==> src/design/cvd_pkg.sv <==
// Shared types and constants for the cumulative volume delta block.
`timescale 1ns / 1ps

package cvd_pkg;

    // Field widths
    localparam int unsigned TimeW  = 48;
    localparam int unsigned PriceW = 32;
    localparam int unsigned VolW   = 32;
    localparam int unsigned SumW   = 48;
    localparam int unsigned TfW    = 32;
    localparam int unsigned SessW  = 27;
    localparam int unsigned CfgDW  = 32;

    // Constant of the daily session mode
    localparam logic [TfW-1:0] DAY_MS = 32'd86400000;

    // Register indexes on the configuration port
    localparam logic [1:0] REG_TIMEFRAME = 2'd0;
    localparam logic [1:0] REG_SESS_FILT = 2'd1;
    localparam logic [1:0] REG_SESS_OFS  = 2'd2;
    localparam logic [1:0] REG_SESS_LEN  = 2'd3;

    // Aggressor side codes on the input
    localparam logic [1:0] SIDE_SELL = 2'd1;
    localparam logic [1:0] SIDE_BUY  = 2'd2;

    typedef enum logic [1:0] {
        SK_PRICE,
        SK_SELL,
        SK_BUY
    } side_kind_t;

    // One classified tick as held in the front queue
    typedef struct packed {
        logic [TimeW-1:0]  trade_time;
        side_kind_t        side;
        logic [PriceW-1:0] trade_price;
        logic [VolW-1:0]   trade_volume;
        logic              close_bar;
    } tick_t;

    // Configuration register set
    typedef struct packed {
        logic [TfW-1:0]   timeframe_ms;
        logic             session_filter;
        logic [SessW-1:0] session_offset_ms;
        logic [SessW-1:0] session_length_ms;
    } cfg_t;

    // Queue head handed from front to back
    typedef struct packed {
        logic  valid;
        tick_t tick;
    } head_t;

    // Divider handshake
    typedef struct packed {
        logic busy;
        logic done;
    } div_stat_t;

    typedef enum logic [1:0] {
        ST_EVAL,
        ST_DIV,
        ST_APPLY
    } back_state_t;

endpackage

==> src/design/cumulative_volume_delta_top.sv <==
// Top level of the cumulative volume delta block: config registers and wiring.
//
//  channel   | direction | transfer payload
//  ----------+-----------+--------------------------------------------------
//  s_t*      | in        | one trade tick per transfer
//  m_t*      | out       | one result per tick: sums and flags
//  cfg_*     | in        | register write, no read-back
//
// An item passes the back end in states evaluate and apply. A tick that opens
// a new period waits in between for the bit-serial remainder unit (48 bits).
// A two-entry queue lets the front accept while the back works; the result
// register holds under m_tready low and a new result is written as it drains.
// Reset is asynchronous, active low, and returns control state and config
// registers to their reset values; queue, divider operand and output data are not.
`timescale 1ns / 1ps

module cumulative_volume_delta_top
    import cvd_pkg::*;
(
    input  logic          clk,
    input  logic          rst_n,
    input  logic          s_tvalid,
    output logic          s_tready,
    input  logic [111:0]  s_tdata,   // trade_time[47:0], trade_price, trade_volume
    input  logic [2:0]    s_tuser,   // aggressor_side[1:0], close_bar
    output logic          m_tvalid,
    input  logic          m_tready,
    output logic [143:0]  m_tdata,   // delta_sum[47:0], prior_sum, closed_sum
    output logic [1:0]    m_tuser,   // closed_valid, tick_taken
    input  logic          cfg_wr_en,
    input  logic [1:0]    cfg_index,
    input  logic [CfgDW-1:0] cfg_wdata
);

    cfg_t              cfg_reg;
    head_t             head;
    logic              pop;
    logic              div_start;
    logic [TimeW-1:0]  div_dividend;
    logic [TfW-1:0]    div_divisor;
    div_stat_t         div_stat;
    logic [TfW-1:0]    div_rem;

    // Configuration registers
    always_ff @(posedge clk or negedge rst_n)
    begin
        if (!rst_n)
        begin
            cfg_reg.timeframe_ms      <= DAY_MS;
            cfg_reg.session_filter    <= 1'b0;
            cfg_reg.session_offset_ms <= '0;
            cfg_reg.session_length_ms <= '0;
        end
        else if (cfg_wr_en)
        begin
            unique case (cfg_index)
                REG_TIMEFRAME: cfg_reg.timeframe_ms      <= cfg_wdata[TfW-1:0];
                REG_SESS_FILT: cfg_reg.session_filter    <= cfg_wdata[0];
                REG_SESS_OFS:  cfg_reg.session_offset_ms <= cfg_wdata[SessW-1:0];
                REG_SESS_LEN:  cfg_reg.session_length_ms <= cfg_wdata[SessW-1:0];
                default: ;
            endcase
        end
    end

    cvd_front u_front (
        .clk      (clk),
        .rst_n    (rst_n),
        .s_tvalid (s_tvalid),
        .s_tready (s_tready),
        .s_tdata  (s_tdata),
        .s_tuser  (s_tuser),
        .pop      (pop),
        .head     (head)
    );

    cvd_div u_div (
        .clk       (clk),
        .rst_n     (rst_n),
        .start     (div_start),
        .dividend  (div_dividend),
        .divisor   (div_divisor),
        .stat      (div_stat),
        .remainder (div_rem)
    );

    cvd_back u_back (
        .clk          (clk),
        .rst_n        (rst_n),
        .cfg          (cfg_reg),
        .head         (head),
        .pop          (pop),
        .div_start    (div_start),
        .div_dividend (div_dividend),
        .div_divisor  (div_divisor),
        .div_stat     (div_stat),
        .div_rem      (div_rem),
        .m_tvalid     (m_tvalid),
        .m_tready     (m_tready),
        .m_tdata      (m_tdata),
        .m_tuser      (m_tuser)
    );

`ifndef SYNTHESIS
    // Back end never drains an empty queue
    assert property (@(posedge clk) disable iff (!rst_n) pop |-> head.valid)
        else $error("pop from empty queue");

    // No tick completes while the remainder unit is running
    assert property (@(posedge clk) disable iff (!rst_n) div_stat.busy |-> !pop)
        else $error("tick retired during period restart");

    // A rejected tick repeats the previous output
    assert property (@(posedge clk) disable iff (!rst_n)
        (m_tvalid && !m_tuser[1]) |-> (m_tdata[47:0] == m_tdata[95:48]))
        else $error("rejected tick changed delta_sum");

    // Without a bar close the closed sum reads zero
    assert property (@(posedge clk) disable iff (!rst_n)
        (m_tvalid && !m_tuser[0]) |-> (m_tdata[143:96] == '0))
        else $error("closed_sum nonzero without close");
`endif

endmodule

==> src/design/cvd_front.sv <==
// Front end: accepts ticks, classifies the side and queues them (two entries).
`timescale 1ns / 1ps

module cvd_front
    import cvd_pkg::*;
(
    input  logic               clk,
    input  logic               rst_n,
    input  logic               s_tvalid,
    output logic               s_tready,
    input  logic [111:0]       s_tdata,  // trade_time, trade_price, trade_volume
    input  logic [2:0]         s_tuser,  // aggressor_side, close_bar
    input  logic               pop,
    output head_t              head
);

    tick_t       entry_reg [2];
    logic        wr_ptr_reg, wr_ptr_next;
    logic        rd_ptr_reg, rd_ptr_next;
    logic [1:0]  count_reg, count_next;
    logic        push;
    tick_t       in_tick;

    assign s_tready = (count_reg != 2'd2);
    assign push     = s_tvalid && s_tready;

    // Classify the incoming transfer
    always_comb
    begin
        in_tick.trade_time   = s_tdata[47:0];
        in_tick.trade_price  = s_tdata[79:48];
        in_tick.trade_volume = s_tdata[111:80];
        in_tick.close_bar    = s_tuser[2];
        case (s_tuser[1:0])
            SIDE_SELL: in_tick.side = SK_SELL;
            SIDE_BUY:  in_tick.side = SK_BUY;
            default:   in_tick.side = SK_PRICE;
        endcase
    end

    // Pointer and fill bookkeeping
    always_comb
    begin
        wr_ptr_next = push ? ~wr_ptr_reg : wr_ptr_reg;
        rd_ptr_next = pop ? ~rd_ptr_reg : rd_ptr_reg;
        count_next  = count_reg;
        if (push && !pop)
        begin
            count_next = count_reg + 2'd1;
        end
        else if (pop && !push)
        begin
            count_next = count_reg - 2'd1;
        end
    end

    always_ff @(posedge clk or negedge rst_n)
    begin
        if (!rst_n)
        begin
            wr_ptr_reg <= 1'b0;
            rd_ptr_reg <= 1'b0;
            count_reg  <= 2'd0;
        end
        else
        begin
            wr_ptr_reg <= wr_ptr_next;
            rd_ptr_reg <= rd_ptr_next;
            count_reg  <= count_next;
        end
    end

    // Queue storage
    always_ff @(posedge clk)
    begin
        if (push)
        begin
            entry_reg[wr_ptr_reg] <= in_tick;
        end
    end

    assign head.valid = (count_reg != 2'd0);
    assign head.tick  = entry_reg[rd_ptr_reg];

endmodule

==> src/design/cvd_div.sv <==
// Bit-serial remainder unit: timestamp modulo timeframe, one bit per cycle.
`timescale 1ns / 1ps

module cvd_div
    import cvd_pkg::*;
(
    input  logic              clk,
    input  logic              rst_n,
    input  logic              start,
    input  logic [TimeW-1:0]  dividend,
    input  logic [TfW-1:0]    divisor,
    output div_stat_t         stat,
    output logic [TfW-1:0]    remainder
);

    localparam int unsigned CntW = $clog2(TimeW);

    logic [TimeW-1:0] num_reg, num_next;
    logic [TfW-1:0]   den_reg, den_next;
    logic [TfW-1:0]   rem_reg, rem_next;
    logic [CntW-1:0]  cnt_reg, cnt_next;
    logic             busy_reg, busy_next;
    logic             done_reg, done_next;
    logic [TfW:0]     trial;

    // One restoring step per cycle
    always_comb
    begin
        num_next  = num_reg;
        den_next  = den_reg;
        rem_next  = rem_reg;
        cnt_next  = cnt_reg;
        busy_next = busy_reg;
        done_next = 1'b0;
        trial     = {rem_reg, num_reg[TimeW-1]};
        if (start)
        begin
            num_next  = dividend;
            den_next  = divisor;
            rem_next  = '0;
            cnt_next  = '0;
            busy_next = 1'b1;
        end
        else if (busy_reg)
        begin
            if (trial >= {1'b0, den_reg})
            begin
                rem_next = TfW'(trial - {1'b0, den_reg});
            end
            else
            begin
                rem_next = trial[TfW-1:0];
            end
            num_next = {num_reg[TimeW-2:0], 1'b0};
            cnt_next = cnt_reg + 1'b1;
            if (cnt_reg == CntW'(TimeW - 1))
            begin
                busy_next = 1'b0;
                done_next = 1'b1;
            end
        end
    end

    always_ff @(posedge clk or negedge rst_n)
    begin
        if (!rst_n)
        begin
            busy_reg <= 1'b0;
            done_reg <= 1'b0;
            cnt_reg  <= '0;
        end
        else
        begin
            busy_reg <= busy_next;
            done_reg <= done_next;
            cnt_reg  <= cnt_next;
        end
    end

    always_ff @(posedge clk)
    begin
        num_reg <= num_next;
        den_reg <= den_next;
        rem_reg <= rem_next;
    end

    assign stat.busy = busy_reg;
    assign stat.done = done_reg;
    assign remainder = rem_reg;

endmodule

==> src/design/cvd_back.sv <==
// Back end: period restart, session window, tick rule and saturating sum.
`timescale 1ns / 1ps

module cvd_back
    import cvd_pkg::*;
(
    input  logic              clk,
    input  logic              rst_n,
    input  cfg_t              cfg,
    input  head_t             head,
    output logic              pop,
    output logic              div_start,
    output logic [TimeW-1:0]  div_dividend,
    output logic [TfW-1:0]    div_divisor,
    input  div_stat_t         div_stat,
    input  logic [TfW-1:0]    div_rem,
    output logic              m_tvalid,
    input  logic              m_tready,
    output logic [143:0]      m_tdata,  // delta_sum, prior_sum, closed_sum
    output logic [1:0]        m_tuser   // closed_valid, tick_taken
);

    localparam logic [SumW-1:0] SMax = {1'b0, {(SumW-1){1'b1}}};
    localparam logic [SumW-1:0] SMin = {1'b1, {(SumW-1){1'b0}}};

    back_state_t        state_reg, state_next;

    logic [TimeW-1:0]   open_reg, open_next;
    logic [PriceW-1:0]  last_price_reg, last_price_next;
    logic               seen_reg, seen_next;
    logic [SumW-1:0]    parked_reg, parked_next;
    logic [SumW-1:0]    sum_reg, sum_next;
    logic [SumW-1:0]    last_out_reg, last_out_next;
    logic [SumW-1:0]    closed_reg, closed_next;

    logic               out_valid_reg, out_valid_next;
    logic [143:0]       out_data_reg, out_data_next;
    logic [1:0]         out_user_reg, out_user_next;

    tick_t              tk;
    logic [TfW-1:0]     tf;
    logic               daily;
    logic [TimeW:0]     period_end;
    logic               need_new;
    logic [TimeW-1:0]   floor_t;
    logic [TimeW:0]     open_sum;
    logic [TfW-1:0]     win_len;
    logic [TimeW:0]     win_end;
    logic               taken;
    logic               out_free;
    logic [TimeW:0]     park_sum;
    logic               use_parked;
    logic               neg;
    logic               adds;
    logic [SumW+1:0]    mag;
    logic [SumW+1:0]    sum_wide;

    assign tk         = head.tick;
    assign tf         = (cfg.timeframe_ms == '0) ? TfW'(1) : cfg.timeframe_ms;
    assign daily      = cfg.session_filter && (tf == DAY_MS);
    assign period_end = {1'b0, open_reg} + {{(TimeW+1-TfW){1'b0}}, tf};
    assign need_new   = ({1'b0, tk.trade_time} > period_end);
    assign out_free   = !out_valid_reg || m_tready;

    // New open time: floor to timeframe, session offset, clamp
    assign floor_t  = tk.trade_time - {{(TimeW-TfW){1'b0}}, div_rem};
    assign open_sum = {1'b0, floor_t}
                    + (daily ? {{(TimeW+1-SessW){1'b0}}, cfg.session_offset_ms}
                             : '0);

    // Session window
    assign win_len = (cfg.session_length_ms == '0) ? tf
                   : {{(TfW-SessW){1'b0}}, cfg.session_length_ms};
    assign win_end = {1'b0, open_reg} + {{(TimeW+1-TfW){1'b0}}, win_len};
    assign taken   = !daily
                   || (!(tk.trade_time < open_reg)
                       && ({1'b0, tk.trade_time} < win_end));

    // Tick rule decision
    always_comb
    begin
        use_parked = 1'b0;
        neg        = 1'b0;
        adds       = 1'b1;
        case (tk.side)
            SK_SELL: neg = 1'b1;
            SK_BUY:  neg = 1'b0;
            default:
            begin
                if (!seen_reg || tk.trade_price == last_price_reg)
                begin
                    adds = 1'b0;
                end
                else
                begin
                    use_parked = 1'b1;
                    neg        = (tk.trade_price < last_price_reg);
                end
            end
        endcase
    end

    assign park_sum = {1'b0, parked_reg} + {{(TimeW+1-VolW){1'b0}}, tk.trade_volume};
    assign mag      = {{(SumW+2-VolW){1'b0}}, tk.trade_volume}
                    + (use_parked ? {2'b00, parked_reg} : '0);
    assign sum_wide = {{2{sum_reg[SumW-1]}}, sum_reg}
                    + (adds ? (neg ? (~mag + 1'b1) : mag) : '0);

    // Sequencer and datapath next values
    always_comb
    begin
        state_next      = state_reg;
        open_next       = open_reg;
        last_price_next = last_price_reg;
        seen_next       = seen_reg;
        parked_next     = parked_reg;
        sum_next        = sum_reg;
        last_out_next   = last_out_reg;
        closed_next     = closed_reg;
        out_valid_next  = out_valid_reg && !m_tready;
        out_data_next   = out_data_reg;
        out_user_next   = out_user_reg;
        pop             = 1'b0;
        div_start       = 1'b0;

        unique case (state_reg)
            ST_EVAL:
            begin
                if (head.valid)
                begin
                    closed_next = tk.close_bar ? sum_reg : '0;
                    if (need_new)
                    begin
                        div_start  = 1'b1;
                        sum_next   = '0;
                        state_next = ST_DIV;
                    end
                    else
                    begin
                        state_next = ST_APPLY;
                    end
                end
            end
            ST_DIV:
            begin
                if (div_stat.done)
                begin
                    open_next  = open_sum[TimeW] ? {TimeW{1'b1}} : open_sum[TimeW-1:0];
                    state_next = ST_APPLY;
                end
            end
            ST_APPLY:
            begin
                if (out_free)
                begin
                    pop           = 1'b1;
                    state_next    = ST_EVAL;
                    last_out_next = last_out_reg;
                    if (taken)
                    begin
                        last_price_next = tk.trade_price;
                        seen_next       = 1'b1;
                        if (use_parked)
                        begin
                            parked_next = '0;
                        end
                        else if (tk.side == SK_PRICE && seen_reg)
                        begin
                            parked_next = park_sum[TimeW] ? {SumW{1'b1}}
                                                          : park_sum[SumW-1:0];
                        end
                        if ($signed(sum_wide) > $signed({2'b00, SMax}))
                        begin
                            sum_next = SMax;
                        end
                        else if ($signed(sum_wide) < $signed({2'b11, SMin}))
                        begin
                            sum_next = SMin;
                        end
                        else
                        begin
                            sum_next = sum_wide[SumW-1:0];
                        end
                        last_out_next = sum_next;
                    end
                    out_valid_next = 1'b1;
                    out_data_next  = {closed_reg, last_out_reg, last_out_next};
                    out_user_next  = {taken, tk.close_bar};
                end
            end
            default:
            begin
                state_next = ST_EVAL;
            end
        endcase
    end

    always_ff @(posedge clk or negedge rst_n)
    begin
        if (!rst_n)
        begin
            state_reg <= ST_EVAL;
        end
        else
        begin
            state_reg <= state_next;
        end
    end

    always_ff @(posedge clk or negedge rst_n)
    begin
        if (!rst_n)
        begin
            open_reg       <= '0;
            last_price_reg <= '0;
            seen_reg       <= 1'b0;
            parked_reg     <= '0;
            sum_reg        <= '0;
            last_out_reg   <= '0;
            out_valid_reg  <= 1'b0;
        end
        else
        begin
            open_reg       <= open_next;
            last_price_reg <= last_price_next;
            seen_reg       <= seen_next;
            parked_reg     <= parked_next;
            sum_reg        <= sum_next;
            last_out_reg   <= last_out_next;
            out_valid_reg  <= out_valid_next;
        end
    end

    always_ff @(posedge clk)
    begin
        closed_reg   <= closed_next;
        out_data_reg <= out_data_next;
        out_user_reg <= out_user_next;
    end

    assign div_dividend = tk.trade_time;
    assign div_divisor  = tf;
    assign m_tvalid     = out_valid_reg;
    assign m_tdata      = out_data_reg;
    assign m_tuser      = out_user_reg;

endmodule
==> config.mk <==
export PLATFORM = sky130hd
export DESIGN_NAME = cumulative_volume_delta_top
export DESIGN_NICKNAME = d
export VERILOG_FILES = /design/src/design/cvd_pkg.sv /design/src/design/cumulative_volume_delta_top.sv /design/src/design/cvd_front.sv /design/src/design/cvd_div.sv /design/src/design/cvd_back.sv
export SDC_FILE = /design/constraint.sdc
export NUM_CORES = 2
export LEC_CHECK = 0
export ABC_AREA = 1
export BUFFER_PORTS_ARGS = -buffer_cell sky130_fd_sc_hd__buf_2
export CAP_MARGIN = 0
export CORE_MARGIN = 2
export CORE_UTILIZATION = 40
export CTS_CLUSTER_DIAMETER = 200
export DETAILED_ROUTE_END_ITERATION = 7
export MAX_ROUTING_LAYER = met4
export SLEW_MARGIN = 15
export SYNTH_ARGS = -nofsm -noshare
export SYNTH_HDL_FRONTEND = slang
export SYNTH_HIERARCHICAL = 1
export SYNTH_SLANG_ARGS = --single-unit
==> constraint.sdc <==
create_clock -name clk -period 11.4 [get_ports clk]
set_clock_uncertainty 0.15 [all_clocks]
set_input_delay 3.42 -clock clk [delete_from_list [all_inputs] [get_ports clk]]
set_output_delay 3.42 -clock clk [all_outputs]
set_load 0.02 [all_outputs]
==> results.toml <==
[yosys]
syn_nets = 8071
syn_inst = 7462
ys_warn_count = 6
syn_avg_cell_area_um2 = 7.919
netlist_area_um2 = 59090

[clocking]
cts_root_buf = "clkbuf_16"
cts_buffers = 96
cts_resized = 0
cts_setup_buffers = 0
insertion_delay_ps = 720
clock_path_buffers = 3
postCtsHoldBufs = 0
htree_levels = 3
cts.sinks = 863
cts_tree = "done"
clkTransAtPathRegs_ps = 70

[route]
drtPass1Iterations = 7
drc_errors = 0
via_count = 50962
detail-route-antenna-nets = 0
routed_wl_um = 197800
viasPerCell = 5.267
drt-wirelength-per-cell_um = 20.45
drt_iter0_drc = 4814

[worst_setup_path]
r2r_end = "u_back/m_tdata[31]"
critPathLaunch = "u_front/rd_ptr_reg"
worst_setup_path_start_kind = "register"
r2r-start = "u_front/rd_ptr_reg"
criticalPathCategory = "register to register"
critPathSlowestCell = "dfrtp_4"
r2r_slack_ps = 1550
reg2reg_depth = 48
cp-end-kind = "register"
worstPathMaxFanout = 41
crit_arrival_ps = 10260
cp.required_ps = 11800
max_stage_delay_ps = 860
crit_top_cell = "nand2_1"
crit_path_end = "u_back/m_tdata[31]"

[timing]
period_minus_slack_ps = 9854
fmax_ghz = 0.1015
hold_violations = 0
grt_setup_unrepaired = "false"
tightest_slew_ps = 1108
whs_ps = 255.4
drv_slew = 0
maxSlewHeadroom_pct = 25.88
min_period_over_period_pct = 86.44
tns_ps = 0
setup_viol = 0

[layout]
largest_register_ffs = 230
multiInputGateArea_um2 = 30110
post-route-cell-area_um2 = 65400
fillers = 14774
areaGrowthSynthToFinish_pct = 10.67
nets = 8268
post_route_cells_drive_above_1_share_pct = 10.21
seq_area_um2 = 23970

[grt]
grt_pass1_wl_um = 299200
track_usage_pct = 26.58
antenna_found_initial = 19
grt_start_max_net_pins = 142
overflow = 0
first_global_vias = 49261

[flow_run]
maxCapViolations = 0

[die]
num_io_pins = 302
core_area_um2 = 147100
die_y_um = 388.4
die-area_um2 = 150800
die_w_um = 388.4
initial_core_util_pct = 40.16
rows = 141

[placement]
gp_congestion = 0.9592
hpwlAfterDp_um = 155000
port_buffers = 301
placed_area_um2 = 62120

[outcome]
status = "finished, final reports clean"

[min_path]
holdCritPathClass = "register to register"
## worst max-delay path, delay by kind of cell, from the launching register on
kind	cells	cell delay, ps
muxes	1	430
and+or+nand+nor	34	5180
xor gates and xnor gates	3	650
buffers and inverters	6	1220
DFF	1	860
AOI/OAI and AO/OA	1	90
adders and majority gates	3	1060
## metal layers
| metal | vias up | global-route usage (%) | part of all wire (%) | routed length, µm |
|---|---|---|---|---|
| met5 | - | - | 0 | 0 |
| met4 | 0 | 7.393 | 2.5 | 5031 |
| met2 | 1557 | 41.75 | 45 | 89770 |
| met1 | 24297 | 36.43 | 46 | 91160 |
| li1 | 24860 | - | - | - |
| met3 | 248 | 2.831 | 6.0 | 11870 |
## area by class of cell
type	count	area share (%)
diodes	7	0.02679
clock buffers	115	3.922
clock inverters	63	1.062
inverters	989	5.680
multi-input cells	5363	46.05
flip-flops and latches	863	36.66
well taps	1930	3.693
repair buffers	346	2.912
## worst min-delay path by stage
| stage | from | cells past startpoint | slack, ps | endpoint |
|---|---|---|---|---|
| final | u_back/closed_reg[18] | 0 | 260 | u_back/m_tdata[114] |
| after CTS | u_back/closed_reg[36] | 0 | 260 | u_back/m_tdata[132] |
| after detailed placement | u_back/closed_reg[19] | 0 | 260 | u_back/m_tdata[115] |
| after global routing | u_back/closed_reg[45] | 0 | 270 | u_back/m_tdata[141] |
| after floorplan | u_back/closed_reg[4] | 0 | 250 | u_back/m_tdata[100] |
| after global placement | u_back/closed_reg[32] | 0 | 250 | u_back/m_tdata[128] |
## through the flow
step	worst slack, ps	std cells	util (%)
2_1_floorplan	104.7	7462	-
3_3_place_gp	1753	9491	42.22
3_5_place_dp	1549	9491	42.22
4_1_cts	1505	9669	44.44
5_1_grt	779.4	9673	44.44
6_report	1546	9676	44.45
## placed cells by master (no fill, tap or decap), types with 14 or more instances in the layout
cell and count:
nand2_1 2285, nor4_1 38, nor2_2 24, o21ai_0 283, nor3_1 74, inv_1 971, nand4_1 142, nand3_2 19
clkbuf_16 97, nor2_1 531, xnor2_1 109, a21o_1 15, dfrtp_1 317, inv_2 15, clkinv_2 23, o21bai_1 16
o21a_1 64, edfxtp_1 504, o21ai_1 17, ha_1 447, dfxtp_1 32, o211ai_1 14, nand2_2 42, a31oi_1 44
mux2_2 75, xor2_1 171, nand3_1 293, mux2_4 40, a21oi_1 442, nand3b_1 24, buf_4 41, o31ai_1 15
buf_2 300
Power is not shown: default switching activity piles up to over one toggle a cycle in this logic, so the estimate is an artifact.
